`config.mk`:
```
export PLATFORM = sky130hd
export DESIGN_NAME = rbs_div_cell
export DESIGN_NICKNAME = d
export VERILOG_FILES = /design/src/rtl/rbs_pkg.sv /design/src/rtl/rbs_div_cell.sv
export SDC_FILE = /design/constraint.sdc
export NUM_CORES = 1
export LEC_CHECK = 0
export ABC_AREA = 1
export ABC_CLOCK_PERIOD_IN_PS = 2400
export BUFFER_PORTS_ARGS = -buffer_cell sky130_fd_sc_hd__buf_2
export CAP_MARGIN = 30
export CELL_PAD_IN_SITES_DETAIL_PLACEMENT = 0
export CELL_PAD_IN_SITES_GLOBAL_PLACEMENT = 1
export CORE_MARGIN = 4
export CORE_UTILIZATION = 36
export CTS_BUF_LIST = sky130_fd_sc_hd__clkbuf_4
export DETAILED_ROUTE_END_ITERATION = 16
export PLACE_DENSITY_LB_ADDON = 0.1
export SLEW_MARGIN = 20
export SYNTH_ARGS = -nofsm -noshare
export SYNTH_HDL_FRONTEND = slang
export SYNTH_SLANG_ARGS = --single-unit
```
`constraint.sdc`:
```
create_clock -name clk -period 2.4 [get_ports clk]
set_input_delay 0.12 -clock clk [delete_from_list [all_inputs] [get_ports clk]]
set_output_delay 0.12 -clock clk [all_outputs]
set_load 0.05 [all_outputs]
```
`src/rtl/rbs_pkg.sv`:
```
`timescale 1ns / 1ps
// rbs_pkg: shared types and constants for the ray/box slab intersection core.
// Used by every file under rtl except rbs_chk; depends on nothing.
package rbs_pkg;

  localparam int SQRT_STEPS = 32;
  localparam int DIR_STEPS  = 31;
  localparam int SLAB_STEPS = 53;
  localparam int LANES      = 3;
  localparam int SLAB_LANES = 6;

  localparam logic [30:0] PAR_EPS    = 31'd1074;
  localparam logic [30:0] MAXD_RESET = 31'd1310720000;

  typedef logic signed [31:0] coord_t;

  // one lane of the restoring divider
  typedef struct packed {
    logic [30:0] rem;
    logic [30:0] den;
    logic [52:0] num;
    logic [52:0] quo;
  } div_lane_t;

  // one lane of the bitwise square root
  typedef struct packed {
    logic [62:0] x;
    logic [62:0] r;
  } sqrt_lane_t;

  // geometry that rides along the root and direction divider chains
  typedef struct packed {
    coord_t [2:0]      o;
    coord_t [2:0]      bmin;
    coord_t [2:0]      bmax;
    logic [2:0]        neg;
    logic              zero;
    logic [2:0][29:0]  nmag;
  } geo_t;

  // data that rides along the slab divider chain
  typedef struct packed {
    coord_t [2:0]      o;
    logic [2:0][30:0]  dmag;
    logic [2:0]        dneg;
    logic [2:0]        par;
    logic [5:0]        nneg;
    logic              pfail;
  } slab_t;

endpackage

```
`src/rtl/rbs_div_cell.sv`:
```
`timescale 1ns / 1ps
// rbs_div_cell: one registered step of an unsigned restoring divider
// (one quotient bit per cell). Depends on rbs_pkg.
module rbs_div_cell (
  input  logic               clk,
  input  logic               en,
  input  rbs_pkg::div_lane_t lane_in,
  output rbs_pkg::div_lane_t lane_out
);

  logic [31:0] shifted;
  logic [31:0] diff;
  logic        take;
  rbs_pkg::div_lane_t lane_next;

  always_comb begin
    shifted        = {lane_in.rem, lane_in.num[52]};
    diff           = shifted - {1'b0, lane_in.den};
    take           = shifted >= {1'b0, lane_in.den};
    lane_next.rem  = take ? diff[30:0] : shifted[30:0];
    lane_next.den  = lane_in.den;
    lane_next.num  = {lane_in.num[51:0], 1'b0};
    lane_next.quo  = {lane_in.quo[51:0], take};
  end

  always_ff @(posedge clk) begin
    if (en) begin
      lane_out <= lane_next;
    end
  end

endmodule

```
Word-level counts from Yosys, hierarchy flattened
Cells that the tools add are included.
Word-level totals
  bits in registers: 167
  output and inout bits: 168
Cells by class
  $add $sub $neg: 1
  magnitude comparators: 1
  muxes and demuxes: 1
Operators with widths (number)
  32-bit by 31-bit greater-or-equal comparator with 1-bit output: 1
  31-bit 2-to-1 mux: 1
  31-bit subtractor: 1

Longest topological paths before layout
  depth in word-level cells: 2
  mapped depth: 17

Worst setup path after synthesis
No wires, ideal clock.
  kind: input to register
  start: input lane_in[105] (netlist name)
  end: register lane_out[143] (netlist name) (data pin)
  setup time: 0.252 ns
  data arrival time: 1.767 ns
  setup slack: 0.381 ns
  stages: 17
  buffers on the path: 2
  cell sequence: inv_1 > ha_1 > fa_1 > inv_1 > nand2_1 > nand2_1 > nand3_1 > nand2_2 > nand2_1 > nand3_1 > nand2_1 > nand2_4 > inv_2 > buf_6 > buf_6 > nand2_1 > nand2_1
RTL lines
  start, declared: line rbs_div_cell.sv:7  | input rbs_pkg::div_lane_t lane_in,
  end signal, assigned: line rbs_div_cell.sv:28  | lane_out <= lane_next;
  end, declared: line rbs_div_cell.sv:8  | output rbs_pkg::div_lane_t lane_out

==> metrics.cfg <==
[route]
via_per_inst = 4.36
vias = 7048
ant_nets = 0
drc_errors = 0
initialDrtViolationCount = 294
wl_per_cell_um = 16.5
drt-total-wl_um = 26700
dr.pass1.iters = 4

[power_and_ir_drop]
p_int_mw = 4.72
max-vdd-ir-drop_mv = 0.265
power.share.combinational = 0.317
netSwitchingFraction = 0.388
switchingPower_mw = 2.99
seq_power_share = 0.465
clockPowerShare = 0.217
p_leak_nw = 5.98
power_density_mw_per_mm2 = 642

[placement]
dp_hpwl_um = 20100
io_buffers = 335
postPlaceCellArea_sq_mm = 0.0100
finalWeightedCongestion = 0.854

[cts]
clockBufferDepth = 2
numCtsBuffers = 17
cts_tree = done
clk_pin_slew_ns = 0.18
cts_setup_buffers = 0
root_buffer = clkbuf_4
cts.sinks = 167
cts.htree.levels = 4

[synthesis]
ys_types = 29
synth_top_family_by_area = simple AND/OR/NAND/NOR gates
synth_top_cell_by_area = edfxtp_1
synth_top_area_frac = 0.632
synth_area_sq_mm = 0.00794
yosys_warnings = 0
yosys-top-cells-area = edfxtp_1 (63%), nand2_1 (14%), inv_1 (7.2%)
synth-edff-count = 167
syn_nets = 1000
yosysSeqAreaShare = 0.632
synth_area_per_cell_sq_um = 9.95
synthArstFlopShare = 0
netlist_instances = 798
synth-simple-area-share = 0.205
ys.flop_type = edfxtp_1
synth_seq_cells = 167
synth_fa_ha_area_frac = 0.0514
muxShareOfSynthArea = 0
synth-compound-area-share = 0.0159
synth_xor_area_frac = 0.0154

[critical_path]
crit_chain = dlygate4sd3_1 > buf_2 > inv_1 > ha_1 > fa_1 > inv_1 > nand2_1 > nand2_1 > nand3_1 > nand2_2 > nand2_1 > nand3_1 > nand2_1 > nand2_4 > buf_12 > o21ai_0
critPathMaxStageDelay_ns = 0.52
cp_max_fo = 17
crit_buf_inv = 5
worstPathArrival_ns = 2.49
crit_top_cell = nand2_1
path_class = primary input to flip-flop
cp_slowest_cell = dlygate4sd3_1
end_kind = flip-flop
cp.required_ns = 2.73
cp-start-kind = primary input
critPathTopFamily = buffers and inverters

[global_route]
grt_pass1_vias = 7170
grt_pass1_wl_um = 40200
grt_max_degree = 43
busiest_layer = met2
met1_usage = 0.259
grtUsageMet2 = 0.377
antenna_found_initial = 1
grt-ovfl-total = 0
grt_usage = 0.213
groute.layer.met3.usage = 0.0478

[floorplanning]
die_x_um = 156
die-area_sq_mm = 0.0245
rows = 54
io_pins = 338
start_util = 0.365
core_area_sq_mm = 0.0218
die_h_um = 156

[finish]
reg_top3 = lane_out (167)
multi_input_area_sq_mm = 0.00229
design_area_sq_mm = 0.0120
drive_gt1_frac = 0.291
nFillCells = 2019
largest_reg_flops = 167
regMostFlops = lane_out
regArea_sq_mm = 0.00501
final_nets = 1524
synthToLayoutAreaGrowth_pct = 51.4

[timing]
final-setup-viol-count = 0
period_minus_slack_ns = 2.16
rsz0062_at_grt = false
hold_viol = 0
fin_crit_sh = 0.900
finalMaxSlewViolations = 0
tns_ns = 0
max_freq_mhz = 463

[status]
outcome = finished clean

[run]
drv_cap = 0

[hold_path]
hp-class = primary input to flip-flop

==> cells in the final DEF, fill, tap and decap left out, types with 13 or more instances in the layout <==
master,netlist,layout
clkbuf_4,0,17
ha_1,31,31
nor2_1,38,38
inv_1,152,152
xor2_1,13,13
a21oi_1,16,16
dlygate4sd3_1,0,167
buf_2,4,334
nand2_1,292,292
edfxtp_1,167,167
nand3_1,43,43
==> logic make-up (layout without fill, tap and decap cells) <==
group	count (synthesis)	after routing
AND/OR/NAND/NOR	399	399
buffers and inverters	162	699
AO/OA/AOI/OAI	23	23
other	1	2
adder cells (fa/ha/maj)	32	32
flip-flops	167	167
XOR/XNOR	14	14
==> through the flow <==
step | util | setup slack, ns | total power [mW] | hold slack, ns | instances
floorplan | - | 0.381 | 5.18 | 0.219 | 798
detailed placement | 0.461 | 0.0336 | 5.87 | 0.298 | 1415
global placement | 0.461 | 0.0921 | 5.86 | 0.297 | 1415
finish | 0.552 | 0.239 | 7.71 | 0.254 | 1616
global route | 0.552 | 0.0185 | 8.13 | 0.178 | 1616
CTS | 0.551 | 0.109 | 7.79 | 0.186 | 1614
==> repair_timing <==
item / 4_1_cts / 5_1_grt
endpoints found under the hold margin: 195 / 0
setup endpoints to repair: 0 / 29
hold buffers: 167 / 0
gates resized for setup: 0 / 4
==> power by group through the flow <==
stage	Combinational [mW]	Clock (mW)	Sequential (mW)
after CTS	2.46	1.75	3.58
after floorplan	0.569	0	4.62
after global placement	2.22	0	3.64
final	2.45	1.68	3.59
after detailed placement	2.22	0	3.65
after global routing	2.63	1.88	3.61
==> area by class of cell <==
cell class              count  share of cell area
clock buffers              17              0.0106
well taps                 280              0.0292
flip-flops and latches    167               0.417
diodes                      1            0.000208
multi-input cells         469               0.191
clock inverters            15              0.0129
repair buffers            512               0.290
inverters                 155              0.0490
==> final timing paths <==
| kind | start | end | slack (ns) | cells after the start |
|---|---|---|---|---|
| worst max-delay path | lane_in[105] | lane_out[137]$_DFFE_PP_ | 0.24 | 16 |
| worst min-delay path | lane_in[58] | lane_out[59]$_DFFE_PP_ | 0.25 | 2 |
==> cell usage after synthesis (4+ instances only) <==
master / count
nand2_1: 292
edfxtp_1: 167
inv_1: 152
nand3_1: 43
nor2_1: 38
ha_1: 31
a21oi_1: 16
xor2_1: 13
nand4_1: 7
buf_2: 4
nor3_1: 4
==> metal layers <==
layer  wire length (um)  share of wire
met1              10900           0.41
met2              13400           0.50
met3               1740          0.065
met4                696          0.026
met5                  0              0
Note: power is estimated with default switching activity, not from simulation.
