## src/rtl/rbs_pkg.sv

```systemverilog
`timescale 1ns / 1ps
// rbs_pkg: shared types and constants for the ray/box slab intersection core.
// Used by every file under rtl except rbs_chk; depends on nothing.
package rbs_pkg;

  localparam int SQRT_STEPS = 32;
  localparam int DIR_STEPS  = 31;
  localparam int SLAB_STEPS = 53;
  localparam int LANES      = 3;
  localparam int SLAB_LANES = 6;

  localparam logic [30:0] PAR_EPS    = 31'd1074;
  localparam logic [30:0] MAXD_RESET = 31'd1310720000;

  typedef logic signed [31:0] coord_t;

  // one lane of the restoring divider
  typedef struct packed {
    logic [30:0] rem;
    logic [30:0] den;
    logic [52:0] num;
    logic [52:0] quo;
  } div_lane_t;

  // one lane of the bitwise square root
  typedef struct packed {
    logic [62:0] x;
    logic [62:0] r;
  } sqrt_lane_t;

  // geometry that rides along the root and direction divider chains
  typedef struct packed {
    coord_t [2:0]      o;
    coord_t [2:0]      bmin;
    coord_t [2:0]      bmax;
    logic [2:0]        neg;
    logic              zero;
    logic [2:0][29:0]  nmag;
  } geo_t;

  // data that rides along the slab divider chain
  typedef struct packed {
    coord_t [2:0]      o;
    logic [2:0][30:0]  dmag;
    logic [2:0]        dneg;
    logic [2:0]        par;
    logic [5:0]        nneg;
    logic              pfail;
  } slab_t;

endpackage

```

## src/rtl/rbs_sqrt_cell.sv

```systemverilog
`timescale 1ns / 1ps
// rbs_sqrt_cell: one registered step of the bitwise integer square root.
// Depends on rbs_pkg.
module rbs_sqrt_cell (
  input  logic                clk,
  input  logic                en,
  input  logic [62:0]         bit_val,
  input  rbs_pkg::sqrt_lane_t lane_in,
  output rbs_pkg::sqrt_lane_t lane_out
);

  logic [62:0] trial;
  logic        take;
  rbs_pkg::sqrt_lane_t lane_next;

  always_comb begin
    trial = lane_in.r + bit_val;
    take  = lane_in.x >= trial;
    if (take) begin
      lane_next.x = lane_in.x - trial;
      lane_next.r = (lane_in.r >> 1) + bit_val;
    end else begin
      lane_next.x = lane_in.x;
      lane_next.r = lane_in.r >> 1;
    end
  end

  always_ff @(posedge clk) begin
    if (en) begin
      lane_out <= lane_next;
    end
  end

endmodule

```

## config.mk

```make
export PLATFORM = sky130hd
export DESIGN_NAME = rbs_sqrt_cell
export DESIGN_NICKNAME = d
export VERILOG_FILES = /design/src/rtl/rbs_pkg.sv /design/src/rtl/rbs_sqrt_cell.sv
export SDC_FILE = /design/constraint.sdc
export NUM_CORES = 1
export LEC_CHECK = 0
export BUFFER_PORTS_ARGS = -buffer_cell sky130_fd_sc_hd__buf_2
export CAP_MARGIN = 20
export CORE_MARGIN = 5
export CORE_UTILIZATION = 45
export DETAILED_ROUTE_END_ITERATION = 12
export PLACE_DENSITY_LB_ADDON = 0.3
export SLEW_MARGIN = 0
export SYNTH_ARGS = -nofsm -noshare
export SYNTH_HDL_FRONTEND = slang
export SYNTH_SLANG_ARGS = --single-unit
```

## constraint.sdc

```tcl
create_clock -name clk -period 5.32 [get_ports clk]
set_input_delay 0.532 -clock clk [delete_from_list [all_inputs] [get_ports clk]]
set_output_delay 0.532 -clock clk [all_outputs]
set_load 0.005 [all_outputs]
```

* After elaboration in Yosys (flattened, before gate mapping)
Index checks and enable logic that the tools add are counted.
** Word-level totals
- Flip-flop bits (word level) :: 126
- Input port bits :: 191
- Output and inout port bits :: 126
- Word-level logic and storage cells :: 8
** Cells by class
- Add/sub/neg operators :: 3
- Muxes and demuxes :: 1
- Order comparisons :: 1
** Operators by type and width (number)
- 126-bit two-way mux :: 1
- 62-bit by 63-bit adder with 63-bit output :: 1
- 63-bit adder :: 1
- 63-bit >= comparator :: 1
- 63-bit subtractor :: 1

* Depth between registers and ports, before layout
Gate-level depths: netlist of run 1.
- Depth in word-level cells :: 3
- Mapped depth :: 29
- Gate-level depth less buffers :: 26

* Worst setup path after synthesis of run 1
OpenSTA, ideal clock, no wires.
- Path kind :: input port to flip-flop
- Start :: input bit_val[0]
- End :: register lane_out[103] (netlist name) (data pin)
- Stages :: 25
- Slack :: -0.297 ns
- Arrival :: 5.357 ns
- Setup time :: 0.260 ns
- Buffers on the path :: 3
- Cell sequence :: ha_1 inv_1 fa_1 nand2b_1 a21oi_1 o2111ai_1 a21oi_1 o2111a_1 nor2_1 o21a_1 nand2b_1 a21oi_1 xnor2_1 ha_1 clkbuf_1 a21oi_1 o21ai_1 a21o_1 a21o_1 or4_1 o21a_2 a41oi_4 buf_6 buf_4 mux2_2
** RTL lines
- from (decl) :: line rbs_sqrt_cell.sv:7 : input logic [62:0] bit_val,
- to (signal assigned) :: line rbs_sqrt_cell.sv:30 : lane_out <= lane_next;
- to (decl) :: line rbs_sqrt_cell.sv:9 : output rbs_pkg::sqrt_lane_t lane_out

==> results of run 1 <==
-- cell usage in the layout (no fill, tap or decap), drive strengths merged, types with 5 or more instances in the layout --
cell type and instances:
nand2b 20, a21o 125, a21oi 188, a211oi 11, nand4 39, o2111ai 5, nor3 25, clkbuf 31
o31a 6, a221oi 6, edfxtp 126, a311oi 6, and2 18, and3 22, xnor2 96, o211ai 7
o21ai 224, or4 5, a41oi 7, o21a 33, nor2b 18, nor2 104, a21boi 7, nand3 41
o21bai 29, o31ai 12, or2 6, buf 751, inv 41, nand2 259, nor4 6, a31oi 24
o41ai 5, clkinv 8, a2111oi 5, xor2 81, mux2 7, ha 187
-- metal layers --
metal,GRT usage (%),up-vias
li1,-,8619
met1,40.4,8359
met2,45.9,740
met3,4.75,102
met4,8.81,2
met5,0,-
-- Yosys cell counts (32+ instances only) --
cell type,count
a21o_1,125
nor2_1,103
edfxtp_1,126
clkbuf_1,58
nand2_1,259
ha_1,187
a21oi_1,185
nand3_1,41
xor2_1,81
nand4_1,39
o21a_1,32
o21ai_0,129
o21ai_1,95
inv_1,41
xnor2_1,96
-- report_power, final --
group	total [mW]	switching [mW]	internal [mW]
combinational	4.59	2.38	2.21
sequential	1.51	0.0786	1.43
clock	1.14	0.469	0.672
total	7.24	2.92	4.32
-- worst max path at each step --
stage	end	slack (ns)	depth (start not counted)
after floorplan	lane_out[0]$_DFFE_PP_	0.004	24
after global placement	lane_out[25]$_DFFE_PP_	-0.66	25
after detailed placement	lane_out[61]$_DFFE_PP_	-0.73	25
after CTS	lane_out[71]$_DFFE_PP_	0.01	29
after global routing	lane_out[14]$_DFFE_PP_	-0.13	26
final	lane_out[14]$_DFFE_PP_	0.02	26
-- timing repair --
action	CTS	global route
resized for setup	28	185
buffers inserted	8	15
gates cloned	4	15
pin swaps	25	76
setup endpoints to repair	117	126
-- cell families after synthesis --
group                      count (synthesis)  synth area share (%)
buffers and inverters                    122                  3.56
DFF                                      126                  24.2
muxes                                      8                 0.567
AOI/OAI and AO/OA                        734                  29.5
and+or+nand+nor                          576                  17.0
xor gates and xnor gates                 177                  9.90
adders and majority gates                190                  15.3
-- metrics by stage --
step | setup slack, ns | instances | area (sq um)
after floorplan | 0.00376 | 1933 | 15700
after global placement | -0.659 | 3031 | 20600
after detailed placement | -0.733 | 3031 | 20600
after CTS | 0.0118 | 3072 | 21400
after global routing | -0.126 | 3102 | 22600
final | 0.0178 | 3103 | 22600
-- area by class of cell --
type | count | area (sq um)
Multi-Input combinational cell | 1685 | 12100
Fill cell | 3001 | 11900
Timing Repair Buffer | 763 | 5420
Sequential cell | 126 | 3780
Tap cell | 455 | 569
Clock buffer | 19 | 433
Inverter | 41 | 154
Clock inverter | 11 | 101
Antenna cell | 3 | 7.51
==> flow_summary.ini, run 1 <==
[synthesis]
syn_area_sq_mm = 0.0157
synth_area_leaders = edfxtp_1 24%, ha_1 15%, nand2_1 6.2%, a21o_1 6.0%, a21oi_1 5.9%
synth_edf_count = 126
ys_types = 79
syn_inst = 1933
yosysSeqAreaShare_pct = 24.2
ys_warn_count = 0
synth_nets = 2314
synth_top_area_share_pct = 24.2
ys_ff_latch = 126
syn_avg_cell_area_sq_um = 8.10
synth_largest_area_cell = edfxtp_1
synth_ff_type = edfxtp_1
synthArstFlopShare_pct = 0

[worst_setup_path]
slowest_stage = a2111oi_4
cpMostUsedCell = a21o_1
required_ns = 5.50
slowest_delay_ns = 0.42
arrival_ns = 5.48
crit_start = bit_val[1]
cp_top_family = compound AO/OA/AOI/OAI gates
endpoint_kind = flip-flop
cp_max_fo = 14
startpoint_type = primary input
criticalPathCategory = primary input to flip-flop
worst-path-buf-inv = 6

[hold_path]
hold_path_class = primary input to flip-flop
hold_depth = 3
hp-start = lane_in[96]
holdPathEnd = lane_out[96]$_DFFE_PP_

[die]
io_pins = 317
core_sq_mm = 0.0345
die_h_microns = 197
start_util_pct = 45.5
row_count = 68
die_w_microns = 197
dieArea_sq_mm = 0.0386

[route]
maxUsedRoutingLayer = met5
drt-total-wl_microns = 60700
drtIter0Drc = 1346
wl_met1_microns = 26900
drcViolationCount = 0
wl_per_cell_microns = 19.6
routed-wl-met2_microns = 27300
first_pass_iters = 5
detailroute.wirelength.met3_microns = 4790
viasPerCell = 5.74
vias = 17800
ant_nets = 0

[final_layout]
postLayoutCoreUtil_pct = 65.5
drive_above_1_share_pct = 35.7
top_register = lane_out
largestRegisters = lane_out x126
largest_reg_flops = 126
nNetsFinal = 3015
syn_to_final_growth_pct = 44.1

[grt]
grt_pass1_vias = 16900
grt_max_degree = 52
grt_overflow_total = 0
grt_pass1_wl_microns = 89600
grt_usage_pct = 28.8
antenna_found_initial = 4

[timing]
setup_violations = 0
finalHoldViolations = 0
period_needed_ns = 5.30
rsz0062_at_grt = true
setup_tns_ns = 0
worst_pin_slew_ns = 0.854
slew_viol_final = 0
hold_slack_ns = 0.385
period_share_pct = 99.7
slew_headroom_pct = 43.1
timing.fmax_mhz = 189

[power_and_ir_drop]
p_per_area_mw_per_mm2 = 321
power.total_mw = 7.24
vdd_drop_max_uv = 292
p_leak_nw = 10.7

[clock_tree]
cts.sinks = 126
numCtsBuffers = 17
holdBufCountCts = 0
cts_tree = done
cts_max_level = 4
clk_pin_slew_ns = 0.07
cts-root-buf = clkbuf_16
cts.path.max_buffers = 2

[run]
maxCapViolCount = 0

[placed_design]
port_buffers = 316
gp_congestion = 0.976
hpwlAfterDp_microns = 47600

[status]
status = complete, no violations
(Power assumes the default switching activity.)
==> run 2, diff against run 1 <==
- clock period: 5.32 -> 5.5 ns (I/O delays scaled with it)
==> flow_summary.ini, run 2 (synthesis gave the netlist of run 1 again) <==
[timing]
setup_violations = 0
worst_pin_slew_ns = 0.970
slew_headroom_pct = 35.4
timing.fmax_mhz = 187
period_needed_ns = 5.34
hold_slack_ns = 0.425
slew_viol_final = 0
period_share_pct = 97.2
finalHoldViolations = 0

[die]
io_pins = 317
dieArea_sq_mm = 0.0386
start_util_pct = 45.5
die_h_microns = 197
die_w_microns = 197
core_sq_mm = 0.0345
row_count = 68

[route]
drcViolationCount = 1
wl_per_cell_microns = 19.2
first_pass_iters = 11
viasPerCell = 5.72
vias = 17300
ant_nets = 0
drtIter0Drc = 1500
drt-total-wl_microns = 58200

[final_layout]
drive_above_1_share_pct = 31.4
largestRegisters = lane_out x126
nNetsFinal = 2942
top_register = lane_out
syn_to_final_growth_pct = 36.9
final_common_cell = buf_4
largest_reg_flops = 126
layout_common_cells = 359 x buf_4, 314 x buf_2, 254 x nand2_1

[placed_design]
hpwlAfterDp_microns = 47100
port_buffers = 316
gp_congestion = 0.976

[power_and_ir_drop]
seq_power_share_pct = 21.3
vdd_drop_max_uv = 234
p_int_mw = 4.12
power.share.clock_pct = 20.7
power.total_mw = 6.81
netSwitchingPower_mw = 2.69
p_comb_share_pct = 58.0
p_per_area_mw_per_mm2 = 318
p_leak_nw = 10.1
swShare_pct = 39.5

[hold_path]
hold_path_class = primary input to flip-flop
hp-start = lane_in[122]
hold_depth = 3
holdPathEnd = lane_out[122]$_DFFE_PP_

[worst_setup_path]
slowest_stage = a2111oi_4
worst-path-buf-inv = 6
startpoint_type = primary input
slowest_delay_ns = 0.42
cp_max_fo = 12
required_ns = 5.69
criticalPathCategory = primary input to flip-flop
cpMostUsedCell = buf_4
endpoint_kind = flip-flop
cp_top_family = compound AO/OA/AOI/OAI gates
arrival_ns = 5.54

[clock_tree]
cts_tree = done
holdBufCountCts = 0
cts-root-buf = clkbuf_16
numCtsBuffers = 17
cts.sinks = 126
cts_max_level = 4
cts.path.max_buffers = 2
clk_pin_slew_ns = 0.06

[grt]
antenna_found_initial = 1
grt_pass1_vias = 16600
grt_overflow_total = 0
grt_pass1_wl_microns = 89400
grt_usage_pct = 28.6
grt_max_degree = 73

[status]
violations = DRC
status = finished with violations

[run]
maxCapViolCount = 0
## run 2: cell type report
cell class	instances	area, sq um
Tap cell	455	569
Inverter	41	154
Antenna cell	1	2.50
Fill cell	3076	13000
Sequential cell	126	3780
Multi-Input combinational cell	1685	11700
Clock buffer	17	425
Timing Repair Buffer	690	4560
Clock inverter	15	268
## run 2: worst max path at each step
stage	startpoint	endpoint	slack (ns)	cells after the start
after CTS	bit_val[1]	lane_out[4]$_DFFE_PP_	0.003	24
final	bit_val[1]	lane_out[121]$_DFFE_PP_	0.16	28
after detailed placement	bit_val[0]	lane_out[4]$_DFFE_PP_	-0.65	25
after global routing	bit_val[25]	lane_out[102]$_DFFE_PP_	-0.03	26
after global placement	bit_val[0]	lane_out[64]$_DFFE_PP_	-0.63	25
after floorplan	bit_val[1]	lane_out[103]$_DFFE_PP_	0.002	23
## run 2: tightest hold or removal path, stage by stage
cell and delay (ns):
buf_2 0.10, nand2_1 0.04, o21ai_1 0.06
## run 2: metal layers
| metal | global-route usage [%] | routed length [microns] |
|---|---|---|
| met5 | 0 | 0 |
| met4 | 6.86 | 1220 |
| met3 | 4.34 | 4900 |
| met2 | 42.9 | 24500 |
| met1 | 43.3 | 27600 |
## run 2: per-stage QoR
stage               cell area [sq um]  std cells  utilization [%]  worst slack [ns]  TNS [ns]
floorplan                       15700       1933                -           0.00239         0
global placement                20200       2976             58.5            -0.627    -64.12
detailed placement              20200       2976             58.5            -0.653    -68.75
CTS                             21100       3017             61.2           0.00269         0
global route                    21500       3030             62.3           -0.0329    -0.387
finish                          21500       3030             62.3             0.156         0
## run 2: timing repair
item	in CTS	in global routing
cloned	2	0
setup endpoints to repair	125	126
resized for setup	20	72
setup buffers	8	13
pin swaps	19	45
## run 2: power groups by stage
stage	clock (mW)	sequential (mW)	combinational, mW
floorplan	0	1.49	2.13
global placement	0	1.46	3.64
detailed placement	0	1.46	3.69
CTS	1.42	1.45	3.80
global route	1.46	1.47	4.29
finish	1.41	1.45	3.95
